--- src/rtl/core/olist_pkg.sv ---
`timescale 1ns / 1ps
// ----------------------------------------------------------------------------
// olist_pkg
// Shared types, request and status codes for the ordered list engine.
// ----------------------------------------------------------------------------
package olist_pkg;

    localparam int DEPTH_DEF       = 16;
    localparam int VALUE_WIDTH_DEF = 32;

    localparam int REQ_W      = 3;
    localparam int POS_W      = 5;
    localparam int ITEM_W     = 32;
    localparam int STATUS_W   = 2;
    localparam int FPOS_W     = 4;
    localparam int CNT_OUT_W  = 5;

    localparam logic [REQ_W-1:0] REQ_APPEND = 3'd0;
    localparam logic [REQ_W-1:0] REQ_INSERT = 3'd1;
    localparam logic [REQ_W-1:0] REQ_DELETE = 3'd2;
    localparam logic [REQ_W-1:0] REQ_READ   = 3'd3;
    localparam logic [REQ_W-1:0] REQ_FIND   = 3'd4;

    localparam logic [STATUS_W-1:0] ST_OK        = 2'd0;
    localparam logic [STATUS_W-1:0] ST_RANGE     = 2'd1;
    localparam logic [STATUS_W-1:0] ST_FULL      = 2'd2;
    localparam logic [STATUS_W-1:0] ST_NOT_FOUND = 2'd3;

    typedef struct packed {
        logic [REQ_W-1:0]         req_type;
        logic [POS_W-1:0]         position;
        logic signed [ITEM_W-1:0] item_value;
    } request_t;

    typedef struct packed {
        logic [STATUS_W-1:0]      status;
        logic signed [ITEM_W-1:0] read_value;
        logic [FPOS_W-1:0]        found_position;
        logic [CNT_OUT_W-1:0]     entry_count;
    } result_t;

    // broadcast to every cell of the chain
    typedef struct packed {
        logic shift_up;
        logic shift_down;
    } cell_cmd_t;

endpackage

--- src/rtl/core/olist_cell.sv ---
`timescale 1ns / 1ps
// ----------------------------------------------------------------------------
// olist_cell
// One list slot: holds a value, shifts it to or takes it from a neighbor,
// and registers whether it equals the search key.
// ----------------------------------------------------------------------------
module olist_cell #(
    parameter int VALUE_WIDTH = olist_pkg::VALUE_WIDTH_DEF,
    parameter int IDX_W       = 4,
    parameter int CELL_IDX    = 0
) (
    input  logic                    clk,
    input  olist_pkg::cell_cmd_t    cmd,
    input  logic [IDX_W-1:0]        pos,
    input  logic [VALUE_WIDTH-1:0]  item,
    input  logic [VALUE_WIDTH-1:0]  left_value,
    input  logic [VALUE_WIDTH-1:0]  right_value,
    output logic [VALUE_WIDTH-1:0]  value,
    output logic                    match
);

    localparam logic [IDX_W-1:0] MY_IDX = IDX_W'(CELL_IDX);

    logic [VALUE_WIDTH-1:0] data_reg;
    logic [VALUE_WIDTH-1:0] data_next;
    logic                   match_reg;

    always_comb
    begin
        data_next = data_reg;
        if (cmd.shift_up)
        begin
            // slots past the insert point take the lower neighbor's word
            if (MY_IDX > pos)
            begin
                data_next = left_value;
            end
            else if (MY_IDX == pos)
            begin
                data_next = item;
            end
        end
        else if (cmd.shift_down)
        begin
            if (MY_IDX >= pos)
            begin
                data_next = right_value;
            end
        end
    end

    always_ff @(posedge clk)
    begin
        data_reg  <= data_next;
        match_reg <= (data_reg == item);
    end

    assign value = data_reg;
    assign match = match_reg;

endmodule

--- src/rtl/core/olist_ctrl.sv ---
`timescale 1ns / 1ps
// ----------------------------------------------------------------------------
// olist_ctrl
// Request sequencer: decodes a word, drives the cell chain, keeps the entry
// count and builds the result word.
// ----------------------------------------------------------------------------
module olist_ctrl #(
    parameter int DEPTH       = olist_pkg::DEPTH_DEF,
    parameter int VALUE_WIDTH = olist_pkg::VALUE_WIDTH_DEF,
    parameter int IDX_W       = 4,
    parameter int CNT_W       = 5
) (
    input  logic                    clk,
    input  logic                    rst_n,
    input  logic                    start,
    output logic                    busy,
    input  olist_pkg::request_t     request,
    output logic                    done,
    output olist_pkg::result_t      result,
    output olist_pkg::cell_cmd_t    cmd,
    output logic [IDX_W-1:0]        cmd_pos,
    output logic [VALUE_WIDTH-1:0]  item,
    input  logic [VALUE_WIDTH-1:0]  cell_value [DEPTH],
    input  logic [DEPTH-1:0]        cell_match
);

    import olist_pkg::*;

    localparam int CMP_W = (CNT_W > POS_W) ? CNT_W : POS_W;

    logic                exec_reg;
    logic                resp_reg;
    logic                done_reg;
    request_t            req_reg;
    logic [CNT_W-1:0]    count_reg;
    logic [CNT_W-1:0]    count_next;
    logic [STATUS_W-1:0] status_reg;
    logic [STATUS_W-1:0] status_next;
    logic [ITEM_W-1:0]   rd_reg;
    logic [ITEM_W-1:0]   rd_next;
    logic                find_reg;
    result_t             result_reg;
    result_t             result_next;

    logic                accept;
    logic [CMP_W-1:0]    pos_x;
    logic [CMP_W-1:0]    cnt_x;
    logic [CMP_W-1:0]    ins_x;
    logic                full;
    logic                hit;
    logic [IDX_W-1:0]    fpos;

    assign accept = start & ~exec_reg;
    assign item   = VALUE_WIDTH'($signed(req_reg.item_value));

    // execute cycle: decide the cell operation, status and new count
    always_comb
    begin
        pos_x       = CMP_W'(req_reg.position);
        cnt_x       = CMP_W'(count_reg);
        ins_x       = (req_reg.req_type == REQ_APPEND) ? cnt_x : pos_x;
        full        = (cnt_x >= CMP_W'(DEPTH));
        cmd         = '0;
        cmd_pos     = IDX_W'(pos_x);
        status_next = ST_OK;
        rd_next     = '0;
        count_next  = count_reg;
        case (req_reg.req_type)
            REQ_APPEND, REQ_INSERT:
            begin
                if (full)
                begin
                    status_next = ST_FULL;
                end
                else if (ins_x > cnt_x)
                begin
                    status_next = ST_RANGE;
                end
                else
                begin
                    cmd.shift_up = exec_reg;
                    cmd_pos      = IDX_W'(ins_x);
                    count_next   = count_reg + CNT_W'(1);
                end
            end
            REQ_DELETE:
            begin
                if (pos_x >= cnt_x)
                begin
                    status_next = ST_RANGE;
                end
                else
                begin
                    cmd.shift_down = exec_reg;
                    count_next     = count_reg - CNT_W'(1);
                end
            end
            REQ_READ:
            begin
                if (pos_x >= cnt_x)
                begin
                    status_next = ST_RANGE;
                end
                else
                begin
                    rd_next = ITEM_W'($signed(cell_value[IDX_W'(pos_x)]));
                end
            end
            REQ_FIND:
            begin
                // settled in the response cycle from the registered matches
                status_next = ST_NOT_FOUND;
            end
            default:
            begin
                status_next = ST_RANGE;
            end
        endcase
    end

    // response cycle: first matching slot below the count
    always_comb
    begin
        hit  = 1'b0;
        fpos = '0;
        for (int i = DEPTH - 1; i >= 0; i--)
        begin
            if (cell_match[i] && (CNT_W'(i) < count_reg))
            begin
                hit  = 1'b1;
                fpos = IDX_W'(i);
            end
        end
        result_next.status         = find_reg ? (hit ? ST_OK : ST_NOT_FOUND) : status_reg;
        result_next.read_value     = rd_reg;
        result_next.found_position = (find_reg && hit) ? FPOS_W'(fpos) : '0;
        result_next.entry_count    = CNT_OUT_W'(count_reg);
    end

    always_ff @(posedge clk or negedge rst_n)
    begin
        if (!rst_n)
        begin
            exec_reg  <= 1'b0;
            resp_reg  <= 1'b0;
            done_reg  <= 1'b0;
            count_reg <= '0;
        end
        else
        begin
            exec_reg <= accept;
            resp_reg <= exec_reg;
            done_reg <= resp_reg;
            if (exec_reg)
            begin
                count_reg <= count_next;
            end
        end
    end

    always_ff @(posedge clk)
    begin
        if (accept)
        begin
            req_reg <= request;
        end
        if (exec_reg)
        begin
            status_reg <= status_next;
            rd_reg     <= rd_next;
            find_reg   <= (req_reg.req_type == REQ_FIND);
        end
        if (resp_reg)
        begin
            result_reg <= result_next;
        end
    end

    assign busy   = exec_reg;
    assign done   = done_reg;
    assign result = result_reg;

endmodule

--- src/rtl/core/ordered_list_engine_top.sv ---
`timescale 1ns / 1ps
// ----------------------------------------------------------------------------
// ordered_list_engine_top
// Bounded ordered list of signed values held in a chain of slot cells.
// ----------------------------------------------------------------------------
// Usage:
//   A request word (append, insert, delete, read, find) is taken at a clock
//   edge where start is high and busy is low. Busy is high for the one
//   execute cycle that follows, while the cells shift or compare.
//   Exactly one result word comes back: done is high for one cycle and the
//   result port holds status, read value, found position and entry count.
//   The request passes the execute and response registers before done rises;
//   the result word is registered at the end of the response cycle and is
//   shown with done. The next request may be taken during the response cycle
//   of the one before; only the execute cycle of the cell chain holds it off.
//   The receiver cannot stall: done flags a result for one cycle only.
//   Reset empties the list (count zero) and drops any request in flight.
//   Slot contents are not reset; only slots below the count are ever read.
// ----------------------------------------------------------------------------
module ordered_list_engine_top #(
    parameter int DEPTH       = olist_pkg::DEPTH_DEF,
    parameter int VALUE_WIDTH = olist_pkg::VALUE_WIDTH_DEF
) (
    input  logic                clk,
    input  logic                rst_n,
    input  logic                start,
    output logic                busy,
    input  olist_pkg::request_t request,
    output logic                done,
    output olist_pkg::result_t  result
);

    import olist_pkg::*;

    localparam int IDX_W = (DEPTH > 1) ? $clog2(DEPTH) : 1;
    localparam int CNT_W = $clog2(DEPTH + 1);

    cell_cmd_t              cmd;
    logic [IDX_W-1:0]       cmd_pos;
    logic [VALUE_WIDTH-1:0] item;
    logic [VALUE_WIDTH-1:0] cell_value [DEPTH];
    logic [DEPTH-1:0]       cell_match;

    olist_ctrl #(
        .DEPTH       (DEPTH),
        .VALUE_WIDTH (VALUE_WIDTH),
        .IDX_W       (IDX_W),
        .CNT_W       (CNT_W)
    ) u_ctrl (
        .clk        (clk),
        .rst_n      (rst_n),
        .start      (start),
        .busy       (busy),
        .request    (request),
        .done       (done),
        .result     (result),
        .cmd        (cmd),
        .cmd_pos    (cmd_pos),
        .item       (item),
        .cell_value (cell_value),
        .cell_match (cell_match)
    );

    for (genvar g = 0; g < DEPTH; g++)
    begin : g_cell
        logic [VALUE_WIDTH-1:0] left_value;
        logic [VALUE_WIDTH-1:0] right_value;

        // the end cells never use their outer neighbor
        if (g == 0)
        begin : g_first
            assign left_value = item;
        end
        else
        begin : g_inner_l
            assign left_value = cell_value[g-1];
        end

        if (g == DEPTH - 1)
        begin : g_last
            assign right_value = cell_value[g];
        end
        else
        begin : g_inner_r
            assign right_value = cell_value[g+1];
        end

        olist_cell #(
            .VALUE_WIDTH (VALUE_WIDTH),
            .IDX_W       (IDX_W),
            .CELL_IDX    (g)
        ) u_cell (
            .clk         (clk),
            .cmd         (cmd),
            .pos         (cmd_pos),
            .item        (item),
            .left_value  (left_value),
            .right_value (right_value),
            .value       (cell_value[g]),
            .match       (cell_match[g])
        );
    end

endmodule

--- config.mk ---
export PLATFORM = sky130hd
export DESIGN_NAME = ordered_list_engine_top
export DESIGN_NICKNAME = d
export VERILOG_FILES = /design/src/rtl/core/olist_pkg.sv /design/src/rtl/core/olist_cell.sv /design/src/rtl/core/olist_ctrl.sv /design/src/rtl/core/ordered_list_engine_top.sv
export SDC_FILE = /design/constraint.sdc
export NUM_CORES = 2
export LEC_CHECK = 0
export ABC_AREA = 1
export BUFFER_PORTS_ARGS = -buffer_cell sky130_fd_sc_hd__buf_2
export CELL_PAD_IN_SITES_DETAIL_PLACEMENT = 1
export CELL_PAD_IN_SITES_GLOBAL_PLACEMENT = 1
export CORE_MARGIN = 3
export CORE_UTILIZATION = 49
export DETAILED_ROUTE_END_ITERATION = 16
export PLACE_DENSITY = 0.78
export SETUP_SLACK_MARGIN = 0.05
export SYNTH_ARGS = -nofsm -noshare
export SYNTH_HDL_FRONTEND = slang
export SYNTH_SLANG_ARGS = --single-unit
--- constraint.sdc ---
create_clock -name clk -period 6.1 [get_ports clk]
set_clock_uncertainty 0.05 [all_clocks]
set_input_delay 0.915 -clock clk [delete_from_list [all_inputs] [get_ports clk]]
set_output_delay 0.915 -clock clk [all_outputs]
set_load 0.01 [all_outputs]
==> flow_summary.ini <==
[synth]
ys_top_cells_by_count = nand2_1, edfxtp_1, o21ai_0
synth_area_leaders = edfxtp_1, nand2_1, o21ai_0
yosys.area.top_type_share = 0.4601
synth_edf_count = 630
syn_avg_cell_area_um2 = 8.377
postSynth.asyncResetShare = 0.01223
syn_area_um2 = 41120
synthFlopType = edfxtp_1
synthCells = 4909
synth.distinct_cells = 44
yosysWarnings = 0
yosys_register_bits = 654
synth-seq-area-share = 0.4727
synth_fp_nets = 4965
yosysMostFrequentCell = nand2_1
synth_top_cell_by_area = edfxtp_1

[power]
p_leak_nw = 17.17
p_sw_frac = 0.3463
ir_drop_uv = 246.0
clockPowerShare = 0.364
power_mw = 12.64
p_int_mw = 8.262
pwr-share-seq = 0.424
p_switching_mw = 4.378
power_density_nw_per_um2 = 282.2
power_frac_comb = 0.212

[timing]
rsz0062_at_grt = false
setup_viol = 0
fin_hold_ws_ps = 59.25
max_freq_mhz = 212.1
period_share = 0.7729
setup_slack_ps = 1385
hold_viol = 0
slew_violations = 0
slew_headroom = 0.01702
worst_pin_slew_ps = 1461
fin_crit_ps = 4715
tns_ps = 0

[placed_design]
post-dp-hpwl_um = 140400
routabilityCongestion = 1.032
io_buffers = 87
post-place-cells = 5784
dp_slack_ps = 1490

[worst_setup_path]
r2r_end = g_cell[5].u_cell.value[14]
crit_start = u_ctrl.cnt_x[4]
timing.rr.start = u_ctrl.cnt_x[4]
cp_max_fo = 54
cp.arrival_ps = 5080
crit_path_end_kind = register
start_kind = register
cp_data_required_time_ps = 6460
reg2reg_slack_ps = 1390
rr_worst_depth = 16
criticalPathCategory = reg2reg
endpoint = g_cell[5].u_cell.value[14]

[global_route]
grt_overflow = 0
grt_first_pass_wirelength_um = 292100
antenna_found_initial = 18
grt_use_total = 0.4699
grt_max_degree = 191
first_global_vias = 39510

[drt]
wl_per_cell_um = 35.36
wl_um = 209700
drt.antenna.violating_nets = 0
vias = 41800
drt_iter0_drc = 7658
viasPerCell = 7.046
dr.pass1.iters = 8
drc = 0

[floorplan]
dieWidth_um = 295.7
dieArea_um2 = 87430
io_pins = 88
core_um2 = 82640
rows = 105
start_util = 0.4976
die_h_um = 295.7

[min_path]
hp-class = in2async

[clocking]
cts_buffer_depth = 3
cts_resized = 0
htreeDepth = 3
post-cts-setup-buffers = 0
numCtsBuffers = 79
cts_tree = built
cts.sinks = 654
clk_pin_slew_worst_paths_ps = 60
hold_buffers = 0
clock_latency_ps = 670
cts-root-buf = clkbuf_16

[finish]
multiInputGateArea_um2 = 18460
drive_above_1_share = 0.07786
fin_nets = 4851
syn_to_final_growth_pct = 8.915
fillers = 9745
register_area_um2 = 19440
stdcell_count = 5932
largest_register_ffs = 512

[run_status]
violations = max-capacitance violations
outcome = finished with violations

[job]
cap_violations = 1
## worst min path at each step
stage / start / endpoint / cells past startpoint
2_1_floorplan: u_ctrl.rd_reg[1] / u_ctrl.result[10] / 0
3_3_place_gp: u_ctrl.rd_reg[17] / u_ctrl.result[26] / 0
3_5_place_dp: u_ctrl.rd_reg[17] / u_ctrl.result[26] / 0
4_1_cts: rst_n / u_ctrl.cnt_x[0] / 1
5_1_grt: rst_n / u_ctrl.done / 1
6_report: rst_n / u_ctrl.cnt_x[0] / 1
## area by class of cell
type                            count  share of cell area
Antenna cell                        7           0.0003911
Clock buffer                      101             0.04665
Clock inverter                     40            0.007292
Inverter                          441             0.03721
Multi-Input combinational cell   3415              0.4121
Sequential cell                   654              0.4341
Tap cell                         1070             0.02989
Timing Repair Buffer              204             0.03241
## worst max-delay path, cell delays in order (launching register included)
cell and delay, ps:
dfrtp_1 580, inv_1 230, o21ai_0 210, ha_1 260, nand2_1 90, inv_1 60, nand3_1 70, nand4_1 100
nand2_2 160, nand3b_1 140, nand2_2 390, nand2_4 550, nand2_2 800, buf_4 470, nand2_1 110, nand3_1 100
nand2_1 70
## through the flow
| stage | utilization | area [um2] |
|---|---|---|
| 6_report | 0.5420 | 44790 |
| 5_1_grt | 0.5418 | 44770 |
| 4_1_cts | 0.5418 | 44770 |
| 3_5_place_dp | 0.5125 | 42350 |
| 3_3_place_gp | 0.5125 | 42350 |
| 2_1_floorplan | - | 41120 |
## power by group through the flow
stage	Sequential (mW)	Clock [mW]	Combinational, mW
3_5_place_dp	5.44	0	2.52
5_1_grt	5.37	4.76	2.76
4_1_cts	5.35	4.59	2.54
6_report	5.35	4.60	2.69
3_3_place_gp	5.43	0	2.47
2_1_floorplan	5.37	0	1.53
## layer usage
layer,GRT usage,part of all wire
met1,0.6023,0.35
met2,0.6592,0.40
met3,0.1780,0.16
met4,0.3159,0.086
met5,0,0.00041
## logic make-up after synthesis
family                     after synthesis  synth area share
and+or+nand+nor                       1726            0.1829
AOI/OAI and AO/OA                     1329            0.1847
buffers and inverters                  840           0.08182
DFF                                    654            0.4727
xor gates and xnor gates               347           0.07391
adders and majority gates               13          0.003956
## cells in the final DEF, fill, tap and decap left out, types with 17 or more instances in the layout
cell type and count:
o211ai_1 116, buf_4 106, nor3_1 22, nor2_1 196
nand3_1 399, a221oi_1 61, inv_1 423, o22ai_1 120
o21ai_1 112, clkbuf_1 19, o221ai_1 65, o21ai_0 550
nand4_1 51, buf_2 87, nor4_1 71, edfxtp_1 630
clkinv_1 21, a21oi_1 290, nand2_1 930, nor2_4 17
xor2_1 310, clkbuf_16 79, xnor2_1 37
Note: power is estimated with default switching activity, not from simulation.
